`src/hw/rtl/sfv_pkg.sv`:
```
// Package: beat types, error codes and the CRC-8 byte update for the frame validator.
package sfv_pkg;

	localparam int unsigned MAX_FRAME_BYTES = 64;
	localparam logic [7:0]  CRC_POLY_RESET  = 8'hD5;
	localparam logic [9:0]  MIN_BUFFER_BYTES = 10'd4;
	localparam logic [7:0]  MIN_LENGTH       = 8'd2;
	localparam logic [9:0]  MAX_FRAME_W      = 10'(MAX_FRAME_BYTES);
	localparam logic [8:0]  INDEX_MAX        = 9'd511;

	typedef enum logic [2:0] {
		ERR_OK        = 3'd0,
		ERR_SHORT     = 3'd1,
		ERR_LEN_SMALL = 3'd2,
		ERR_TRUNCATED = 3'd3,
		ERR_TOO_LONG  = 3'd4,
		ERR_CRC       = 3'd5
	} err_code_t;

	typedef struct packed {
		logic [7:0] data_byte;
		logic       last_byte;
	} sfv_in_t;

	typedef struct packed {
		logic       frame_ok;
		err_code_t  error_code;
		logic [7:0] kind_byte;
		logic [7:0] body_len;
	} sfv_out_t;

	function automatic logic [7:0] crc8_byte(
		input logic [7:0] crc,
		input logic [7:0] b,
		input logic [7:0] poly
	);
		logic [7:0] c;
		c = crc ^ b;
		for (int k = 0; k < 8; k++) begin
			if (c[7]) begin
				c = {c[6:0], 1'b0} ^ poly;
			end else begin
				c = {c[6:0], 1'b0};
			end
		end
		return c;
	endfunction

endpackage

```
`src/hw/rtl/serial_frame_validator_crc8_unit.sv`:
```
// Top level: frame validator with CRC-8 check, one byte beat per cycle.
// Throughput: one byte beat per cycle; a last byte beat waits while a verdict is held by result_stall.
// Order: the last byte beat is taken into the input register, then its verdict into the result register;
// while result_stall holds a verdict, the last byte beat waits in the input register.
// Reset: arst_n clears frame state, pipeline valids and sets crc_poly to 0xD5.
// Frame state clears itself after each verdict.
module serial_frame_validator_crc8_unit (
	input  logic              clk,
	input  logic              arst_n,
	input  logic              item_valid,
	output logic              item_stall,
	input  sfv_pkg::sfv_in_t  item,
	output logic              result_valid,
	input  logic              result_stall,
	output sfv_pkg::sfv_out_t result,
	input  logic              crc_poly_we,
	input  logic [7:0]        crc_poly_wdata
);
	import sfv_pkg::*;

	logic       valid_s1;
	sfv_in_t    item_s1;
	logic       fire_s1;
	logic       out_free;

	logic [7:0] crc_poly_q;
	logic [8:0] byte_index_q;
	logic [7:0] length_field_q;
	logic [7:0] type_field_q;
	logic [7:0] running_crc_q;
	logic       crc_matched_q;

	logic       result_valid_q;
	sfv_out_t   result_q;

	logic [7:0] len_eff;
	logic [7:0] type_eff;
	logic       crc_run;
	logic [7:0] crc_nxt;
	logic       cmp_here;
	logic       matched_eff;
	logic [9:0] n_bytes;
	logic [9:0] frame_bytes;
	err_code_t  code;
	sfv_out_t   verdict;

	assign out_free   = !result_valid_q || !result_stall;
	assign fire_s1    = valid_s1 && (!item_s1.last_byte || out_free);
	assign item_stall = valid_s1 && !fire_s1;

	always_ff @(posedge clk or negedge arst_n) begin
		if (!arst_n) begin
			valid_s1 <= 1'b0;
		end else if (!item_stall) begin
			valid_s1 <= item_valid;
		end
	end

	always_ff @(posedge clk) begin
		if (!item_stall && item_valid) begin
			item_s1 <= item;
		end
	end

	always_ff @(posedge clk or negedge arst_n) begin
		if (!arst_n) begin
			crc_poly_q <= CRC_POLY_RESET;
		end else if (crc_poly_we) begin
			crc_poly_q <= crc_poly_wdata;
		end
	end

	always_comb begin
		len_eff     = (byte_index_q == 9'd1) ? item_s1.data_byte : length_field_q;
		type_eff    = (byte_index_q == 9'd2) ? item_s1.data_byte : type_field_q;
		crc_run     = (byte_index_q >= 9'd2) && (byte_index_q <= {1'b0, len_eff});
		crc_nxt     = crc_run ? crc8_byte(running_crc_q, item_s1.data_byte, crc_poly_q)
		                      : running_crc_q;
		cmp_here    = (byte_index_q == ({1'b0, len_eff} + 9'd1));
		matched_eff = cmp_here ? (running_crc_q == item_s1.data_byte) : crc_matched_q;
		n_bytes     = {1'b0, byte_index_q} + 10'd1;
		frame_bytes = {2'b00, len_eff} + 10'd2;

		if (n_bytes < MIN_BUFFER_BYTES) begin
			code = ERR_SHORT;
		end else if (len_eff < MIN_LENGTH) begin
			code = ERR_LEN_SMALL;
		end else if (frame_bytes > n_bytes) begin
			code = ERR_TRUNCATED;
		end else if (frame_bytes > MAX_FRAME_W) begin
			code = ERR_TOO_LONG;
		end else if (!matched_eff) begin
			code = ERR_CRC;
		end else begin
			code = ERR_OK;
		end

		verdict.frame_ok   = (code == ERR_OK);
		verdict.error_code = code;
		verdict.kind_byte  = (code == ERR_OK) ? type_eff : 8'd0;
		verdict.body_len   = (code == ERR_OK) ? (len_eff - MIN_LENGTH) : 8'd0;
	end

	always_ff @(posedge clk or negedge arst_n) begin
		if (!arst_n) begin
			byte_index_q   <= '0;
			length_field_q <= '0;
			type_field_q   <= '0;
			running_crc_q  <= '0;
			crc_matched_q  <= 1'b0;
		end else if (fire_s1) begin
			if (item_s1.last_byte) begin
				byte_index_q   <= '0;
				length_field_q <= '0;
				type_field_q   <= '0;
				running_crc_q  <= '0;
				crc_matched_q  <= 1'b0;
			end else begin
				if (byte_index_q != INDEX_MAX) begin
					byte_index_q <= byte_index_q + 9'd1;
				end
				length_field_q <= len_eff;
				type_field_q   <= type_eff;
				running_crc_q  <= crc_nxt;
				crc_matched_q  <= matched_eff;
			end
		end
	end

	always_ff @(posedge clk or negedge arst_n) begin
		if (!arst_n) begin
			result_valid_q <= 1'b0;
		end else if (fire_s1 && item_s1.last_byte) begin
			result_valid_q <= 1'b1;
		end else if (!result_stall) begin
			result_valid_q <= 1'b0;
		end
	end

	always_ff @(posedge clk) begin
		if (fire_s1 && item_s1.last_byte) begin
			result_q <= verdict;
		end
	end

	assign result_valid = result_valid_q;
	assign result       = result_q;

endmodule

```
`config.mk`:
```
export PLATFORM = sky130hd
export DESIGN_NAME = serial_frame_validator_crc8_unit
export DESIGN_NICKNAME = d
export VERILOG_FILES = /design/src/hw/rtl/sfv_pkg.sv /design/src/hw/rtl/serial_frame_validator_crc8_unit.sv
export SDC_FILE = /design/constraint.sdc
export NUM_CORES = 1
export LEC_CHECK = 0
export ABC_CLOCK_PERIOD_IN_PS = 5200
export BUFFER_PORTS_ARGS = -buffer_cell sky130_fd_sc_hd__buf_2
export CORE_MARGIN = 3
export CORE_UTILIZATION = 55
export CTS_CLUSTER_DIAMETER = 150
export CTS_CLUSTER_SIZE = 12
export DETAILED_ROUTE_END_ITERATION = 10
export PLACE_DENSITY = 0.82
export SETUP_SLACK_MARGIN = 0.05
export SLEW_MARGIN = 10
export SYNTH_ARGS = -nofsm -noshare
export SYNTH_HDL_FRONTEND = slang
export SYNTH_SLANG_ARGS = --single-unit
```
`constraint.sdc`:
```
create_clock -name clk -period 5.2 [get_ports clk]
set_input_delay 0.52 -clock clk [delete_from_list [all_inputs] [get_ports clk]]
set_output_delay 0.52 -clock clk [all_outputs]
set_load 0.02 [all_outputs]
```
======== Yosys cells after proc, flatten, opt, wreduce, memory -nomap -nowiden ========
Cells that the tools add are included.
cells by class
  multiplexer cells ....................... 25
  add/subtract/negate cells ............... 5
  bitwise logic cells ..................... 9
  equal/unequal tests ..................... 6
  reduce and logical (&&, ||, !) cells .... 17
  $lt $le $gt $ge ......................... 6
operators by type and width
  operator                                                                          number
  8-bit two-way mux                                                                 14
  8-bit XOR                                                                         9
  9-bit two-way mux                                                                 2
  3-bit two-way mux                                                                 5
  9-bit by 1-bit adder with 10-bit output (second input constant)                   1
  9-bit by 10-bit greater-than comparator with 1-bit output                         1
  10-bit by 3-bit less-than comparator with 1-bit output (second input constant)    1
  8-bit by 1-bit adder with 9-bit output (second input constant)                    1
  8-bit by 2-bit adder with 9-bit output (second input constant)                    1
  9-bit by 1-bit adder with 9-bit output (second input constant)                    1
  9-bit by 1-bit equality test with 1-bit output (second input constant)            1
  9-bit by 2-bit equality test with 1-bit output (second input constant)            1
  9-bit equality test                                                               1
  9-bit by 2-bit >= comparator with 1-bit output (second input constant)            1
  9-bit by 7-bit greater-than comparator with 1-bit output (second input constant)  1
  9-bit by 8-bit <= comparator with 1-bit output                                    1
  9-bit != test (second input constant)                                             1
  8-bit equality test                                                               1
  8-bit by 2-bit less-than comparator with 1-bit output (second input constant)     1
  8-bit by 2-bit subtractor with 8-bit output (second input constant)               1
  1-bit logical AND                                                                 5
  1-bit zero test                                                                   5
  1-bit two-way mux                                                                 4
  2-bit AND reduction                                                               2
  4 further kinds                                                                   6
word-level totals
  logic and storage cells ................. 82
  input bits .............................. 22
  register bits after elaboration ......... 73

======== Longest topological paths before layout ========
Gate-level depths: netlist (run 1).
  word-level depth ........................ 19
  mapped depth ............................ 23

======== Worst setup path after synthesis (run 1) ========
No wires, ideal clock.
  kind .................................... register to register
  start point ............................. register byte_index_q[5]
  end point ............................... register result_q, in the netlist result[10] (data pin)
  cell stages (with the launch flop) ...... 23
  setup slack ............................. 0.602 ns
  library setup time ...................... 0.139 ns
  buffers on the path ..................... 4
  arrival time ............................ 4.458 ns
  cell sequence ........................... dfrtp_1 buf_2 nor4_1 nand4b_1 buf_2 mux2i_1 inv_1 ha_1 xnor2_1 ha_1 a21o_1 a21o_1 a21oi_1 a21boi_0 o21ai_0 nand2b_1 a21oi_1 nor2_1 or3b_2 or2_1 buf_2 buf_2 nor2_1
between the ends
  cells in the longest elaborated chain, start to end .. 11
  elaborated cells between the ends (all ways) .. 19
  classes of those cells .................. add/sub (3); order compare (4); eq/ne (3); mux (8); reduce/logical (1)
ends and longest elaborated chain
  what                                                                             line                                     source
  start, declared                                                                  serial_frame_validator_crc8_unit.sv:27   logic [8:0] byte_index_q;
  start signal, assigned                                                           serial_frame_validator_crc8_unit.sv:120  byte_index_q <= byte_index_q + 9'd1;
  branches (longest 11 deep; another with 8-bit by 2-bit adder with 9-bit output)  -
  end signal, assigned                                                             serial_frame_validator_crc8_unit.sv:142  result_q <= verdict;
  end, declared                                                                    serial_frame_validator_crc8_unit.sv:34   sfv_out_t result_q;
Parallel ways; which one is timed is not known.
A chain may end at the register's enable or synchronous reset.

======== Final worst setup path (run 1) ========
  start point ............................. register byte_index_q[3]
  end point ............................... register result_q, in the netlist result[11] (data pin)
The elaborated chain is that of the path after synthesis.

==> metrics.txt, run 1 <==
CP Capture Type flip-flop; clk sinks 73; CP Launch Type flip-flop; Clock Skews 0.0232 ns; Setup CP Type reg -> reg; row cnt 36; Slew Limit Headroom 0.294; Ys Warns 0; Die Ht 108 um; sequential share of power 0.236; drt pass-1 iters 6; vias in the first global route 4,498; async set or reset register ratio after synthesis 0.603; Post-DRT Antenna Nets 0; final setup vio count 0; Syn-to-layout area delta 8.42%; worst reg2reg endpoint result[11]; Main synth FF type dfrtp_1; EDFF count, synth 29; Post-Syn Area 5690 um^2; met2 WL post-DR 6090 um; flops & latches, synth 73; htree depth 3; P_sw 1.47 mW; Pleak 2.64 nW; WP data required 5.40 ns; Top Layer Used met4; port bufs 43; postcts setup bufs 0; FF-to-FF path depth 18; Avg Cell Area, Syn 9.14 um^2; Critical Path AT 4.75 ns; met3 routed WL 1140 um; r2r setup slk 0.65 ns; DRC violations left 0; Reg area 1980 um^2; via count 4,827; worst reg2reg path startpoint byte_index_q[3]; ant diodes 0; most frequent cells in the layout nand2_1, xnor2_1, o21ai_0; Hold WC Path Type in -> async; DR vias/cell 6.15; TritonCTS clock tree done; worst slew pin tran 1.06 ns; initial antenna violation count 0; core region area 9910 um^2; grt ovf 0; fin crit period 4.55 ns; max-cap violation count 0; WL met1 5890 um; drt total wl 13,300 um; initial core utilization 0.575; clk_lat worst skew 0.36 ns; cts hold-fix bufs 0; setup TNS 0 ns; first-pass GRT wire length 21,900 um; die width 108 um; pwr/cell area 533 nW/um^2; Root Driver clkbuf_8; Final period util 0.875; final hold vios 0; placer congestion estimate 0.912; multi-input logic area 3480 um^2; commonest non-fill, non-tap cell in the layout nand2_1; sw frac 0.447; nets 692; pin count of the biggest net entering global routing 45; Fmax 220 MHz; Net Count, Synth 668; Yosys cell types 73; # IOs 44; Comb pwr share 0.622; VDD IR max 0.310 mV; fin. max-slew vios 0; die area 11,600 um^2; GRT Total Usage 0.235; Power Total 3.29 mW; unrepaired setup endpoints after global routing no; Clk pwr share 0.142; Fillers 831; dpl hpwl 9870 um; WL per Instance 17.0 um; Cells after Synth 623; layout cell share with drive strength beyond 1 0.164; CP max FO 15; Seq/Total Area, Yosys 0.347; Clock Tree Buf Depth 2; First DRT Iteration DRCs 457; Worst-path clk slew 0.09 ns; outcome completed; clock buffer count from CTS 9; Internal 1.82 mW; post-cts sizing count 0
[through the flow]
step,hold WS (ns),utilization,cell area (um^2),setup WS (ns),cells
final,0.337,0.623,6170,0.652,785
after global placement,0.469,0.603,5970,0.869,769
after global routing,0.315,0.623,6170,0.226,785
after detailed placement,0.481,0.603,5970,0.764,769
after floorplan,0.224,-,5690,0.602,623
after CTS,0.322,0.623,6170,0.688,785
[worst max-delay path, cell delays in order, from the launching register on]
cell and delay (ns):
dfrtp_1 0.52, nor4_1 0.39, nand4b_1 0.26, mux2i_1 0.27, inv_1 0.12, ha_1 0.22
xnor2_1 0.21, ha_1 0.28, a21o_1 0.18, a21o_1 0.17, a21oi_1 0.14, a21boi_0 0.10
o21ai_0 0.17, nand2b_1 0.07, a21oi_1 0.14, nor2_1 0.09, or3b_2 0.49, or2_1 0.39
nor2_1 0.17
[synth_stat cells (all sizes together) (2+ instances only)]
| cell | number | area, um^2 |
|---|---|---|
| a211oi | 5 | 42.5 |
| a21boi | 3 | 26.3 |
| a21o | 5 | 37.5 |
| a21oi | 26 | 153 |
| a22o | 7 | 61.3 |
| a22oi | 9 | 67.6 |
| a311oi | 3 | 32.5 |
| a31oi | 2 | 12.5 |
| and2 | 5 | 31.3 |
| and3 | 10 | 62.6 |
| and4 | 2 | 17.5 |
| buf | 11 | 60.1 |
| clkbuf | 26 | 97.6 |
| dfrtp | 39 | 976 |
| dfstp | 5 | 131 |
| edfxtp | 29 | 871 |
| ha | 23 | 288 |
| inv | 21 | 78.8 |
| mux2 | 7 | 78.8 |
| mux2i | 24 | 256 |
| nand2 | 77 | 289 |
| nand2b | 7 | 43.8 |
| nand3 | 26 | 130 |
| nand4 | 7 | 43.8 |
| nand4b | 6 | 52.6 |
| nor2 | 42 | 158 |
| nor2b | 3 | 18.8 |
| nor3 | 10 | 50.1 |
| nor3b | 2 | 15.0 |
| nor4 | 3 | 18.8 |
| o211a | 3 | 30.0 |
| o211ai | 6 | 58.8 |
| o21a | 6 | 45.0 |
| o21ai | 56 | 284 |
| o31ai | 3 | 27.5 |
| or2 | 3 | 18.8 |
| or3 | 3 | 18.8 |
| or4 | 2 | 15.0 |
| xnor2 | 60 | 567 |
| xnor3 | 3 | 67.6 |
| xor2 | 21 | 218 |
[kinds of logic after synthesis]
kind of cell / Yosys count / synth area share
compound gates: 141 / 0.168
xor+xnor: 85 / 0.154
fa+ha+maj: 24 / 0.0523
buf+inv: 58 / 0.0415
flops: 73 / 0.347
mux: 31 / 0.0589
simple gates: 211 / 0.178
[area by class of cell]
cell class | instances | area share
clock buffer | 9 | 0.0201
clock inverter | 7 | 0.0124
inverter | 21 | 0.0128
multi-input combinational | 492 | 0.564
sequential | 73 | 0.320
tap | 133 | 0.0270
timing repair buffer | 50 | 0.0434
[worst max path at each step]
stage,startpoint,cells past startpoint,slack (ns),to
finish,byte_index_q[3],18,0.65,result[11]
global route,byte_index_q[3],18,0.23,result[14]
CTS,byte_index_q[3],18,0.69,result[14]
detailed placement,byte_index_q[3],18,0.76,result[14]
global placement,byte_index_q[3],18,0.87,result[13]
floorplan,byte_index_q[5],22,0.60,result[10]
[flip-flops by register name (all words and copies together) (netlist names)]
signal / flops
byte_index_q: 9
crc_matched_q: 1
crc_poly_q: 8
item_s1: 9
length_field_q: 8
result: 20
result_valid: 1
running_crc_q: 8
type_field_q: 8
valid_s1: 1
[power by group through the flow]
| stage | clock [mW] | combinational (mW) | sequential [mW] |
|---|---|---|---|
| floorplan | 0 | 1.67 | 0.752 |
| global placement | 0 | 1.94 | 0.781 |
| detailed placement | 0 | 2.01 | 0.785 |
| CTS | 0.468 | 2.02 | 0.774 |
| global route | 0.502 | 2.21 | 0.789 |
| finish | 0.468 | 2.04 | 0.776 |
[per-layer routing]
layer,vias up,global-route usage
met4,0,0.0550
met3,24,0.0552
met1,2299,0.324
met5,-,0
met2,247,0.377
li1,2257,-
(Power assumes the default switching activity.)
==> inputs of run 2 (changes only) <==
--- a/config.mk
+++ b/config.mk
@@ -7,13 +7,14 @@
 export LEC_CHECK = 0
 export ABC_CLOCK_PERIOD_IN_PS = 5200
 export BUFFER_PORTS_ARGS = -buffer_cell sky130_fd_sc_hd__buf_2
-export CORE_MARGIN = 3
+export CORE_MARGIN = 4
 export CORE_UTILIZATION = 55
 export CTS_CLUSTER_DIAMETER = 150
 export CTS_CLUSTER_SIZE = 12
 export DETAILED_ROUTE_END_ITERATION = 10
-export PLACE_DENSITY = 0.82
+export PLACE_DENSITY = 0.72
 export SETUP_SLACK_MARGIN = 0.05
+export SKIP_LAST_GASP = 1
 export SLEW_MARGIN = 10
 export SYNTH_ARGS = -nofsm -noshare
 export SYNTH_HDL_FRONTEND = slang
==> run 2 against run 1 <==
  * Clock power fell by 4.5%
  * Fmax down 4.7%
  * Cell area decreased by 0.12%
  * Routed wire length up 3.7%
  * Combinational power is essentially flat
  * Die area is 3.7% higher
  * Power down 1.6%
  * Largest power group unchanged
  * First-iteration DRC count down 16%
  * Sequential power is 1% higher
  * Register-to-register slack worse by 0.22 ns
  * Cell count did not move
  * Worst hold slack lost 0.022 ns
==> metrics.txt, run 2 (synthesis gave the netlist of run 1 again) <==
outcome completed; GRT Total Usage 0.246; sw frac 0.439; placer congestion estimate 0.915; Internal 1.82 mW; Slew Limit Headroom 0.330; CP Launch Type flip-flop; layout cell share with drive strength beyond 1 0.161; htree depth 3; WL per Instance 17.6 um; clk_lat worst skew 0.37 ns; fin worst setup slack 0.430 ns; r2r setup slk 0.43 ns; CP max FO 16; sequential share of power 0.242; drt pass-1 iters 5; Clock Skews 0.0139 ns; fin. max-slew vios 0; clock buffer count from CTS 9; final setup vio count 0; unrepaired setup endpoints after global routing no; final hold vios 0; vias in the first global route 4,471; DRC violations left 0; via count 4,722; worst reg2reg endpoint result[12]; CP Capture Type flip-flop; Pleak 2.62 nW; Comb pwr share 0.620; max-cap violation count 0; Final period util 0.917; Critical Path AT 4.99 ns; postcts setup bufs 0; first-pass GRT wire length 23,000 um; FF-to-FF path depth 17; max FFs per register 20; Clk pwr share 0.138; Worst-path clk slew 0.08 ns; ant diodes 0; Syn-to-layout area delta 8.28%; Die Ht 110 um; Power Total 3.24 mW; drt total wl 13,800 um; # IOs 44; Post-DRT Antenna Nets 0; post-layout util 0.622; pwr/cell area 525 nW/um^2; P_sw 1.42 mW; core region area 9910 um^2; most frequent cells in the layout nand2_1, xnor2_1, o21ai_0; Place WS 0.547 ns; worst slew pin tran 1.00 ns; die area 12,000 um^2; DR vias/cell 6.02; die width 110 um; commonest non-fill, non-tap cell in the layout nand2_1; initial antenna violation count 0; final hold slack 0.315 ns; worst reg2reg path startpoint byte_index_q[3]; First DRT Iteration DRCs 385; post-cts sizing count 0; fin crit period 4.77 ns; row cnt 36; Root Driver clkbuf_8; WP data required 5.42 ns; Fmax 210 MHz; Setup CP Type reg -> reg; Clock Tree Buf Depth 2; pin count of the biggest net entering global routing 45; nets 692; port bufs 43; cts hold-fix bufs 0; Hold WC Path Type in -> async; TritonCTS clock tree done; clk sinks 73; grt ovf 0; setup TNS 0 ns; initial core utilization 0.575; dpl hpwl 10,200 um; VDD IR max 0.262 mV
run 2: metal layers:
layer	track usage	up-vias	wire, um
met2	0.364	167	6100
met1	0.359	2269	6560
met4	0.0944	0	359
li1	-	2249	-
met3	0.0429	37	804
met5	0	-	0
run 2: worst max-delay path, cell delays in order (launching register included):
cell,delay [ns]
dfrtp_1,0.52
nor4_1,0.42
nand4b_1,0.35
buf_4,0.33
mux2i_4,0.33
xnor2_1,0.20
ha_1,0.29
a21o_1,0.18
a21o_1,0.17
a21oi_1,0.13
a21boi_0,0.09
o21ai_0,0.16
nand2b_1,0.07
a21oi_1,0.15
nor2_1,0.09
or3b_2,0.49
or2_1,0.43
nor2_1,0.19
run 2: per-stage QoR:
stage | area [um^2] | std cells
detailed placement | 5970 | 769
floorplan | 5690 | 623
global route | 6170 | 785
finish | 6170 | 785
global placement | 5970 | 769
CTS | 6170 | 785
run 2: worst max path at each step:
stage,slack [ns],depth (start not counted),start,end
after global routing,0.11,18,byte_index_q[3],result[8]
final,0.43,17,byte_index_q[3],result[12]
after detailed placement,0.55,17,byte_index_q[3],result[12]
after global placement,0.75,17,byte_index_q[3],result[11]
after CTS,0.49,17,byte_index_q[3],result[12]
after floorplan,0.60,22,byte_index_q[5],result[10]
run 2: cell type report:
class / count / area (um^2)
Clock buffer: 9 / 124
Clock inverter: 7 / 68.8
Fill cell: 855 / 3740
Inverter: 21 / 78.8
Multi-Input combinational cell: 492 / 3480
Sequential cell: 73 / 1980
Tap cell: 133 / 166
Timing Repair Buffer: 50 / 268
run 2: power groups by stage:
| stage | Sequential [mW] | Clock, mW | Combinational [mW] |
|---|---|---|---|
| 2_1_floorplan | 0.752 | 0 | 1.67 |
| 3_3_place_gp | 0.787 | 0 | 1.94 |
| 3_5_place_dp | 0.791 | 0 | 1.98 |
| 4_1_cts | 0.781 | 0.458 | 2.00 |
| 5_1_grt | 0.796 | 0.482 | 2.19 |
| 6_report | 0.784 | 0.447 | 2.01 |
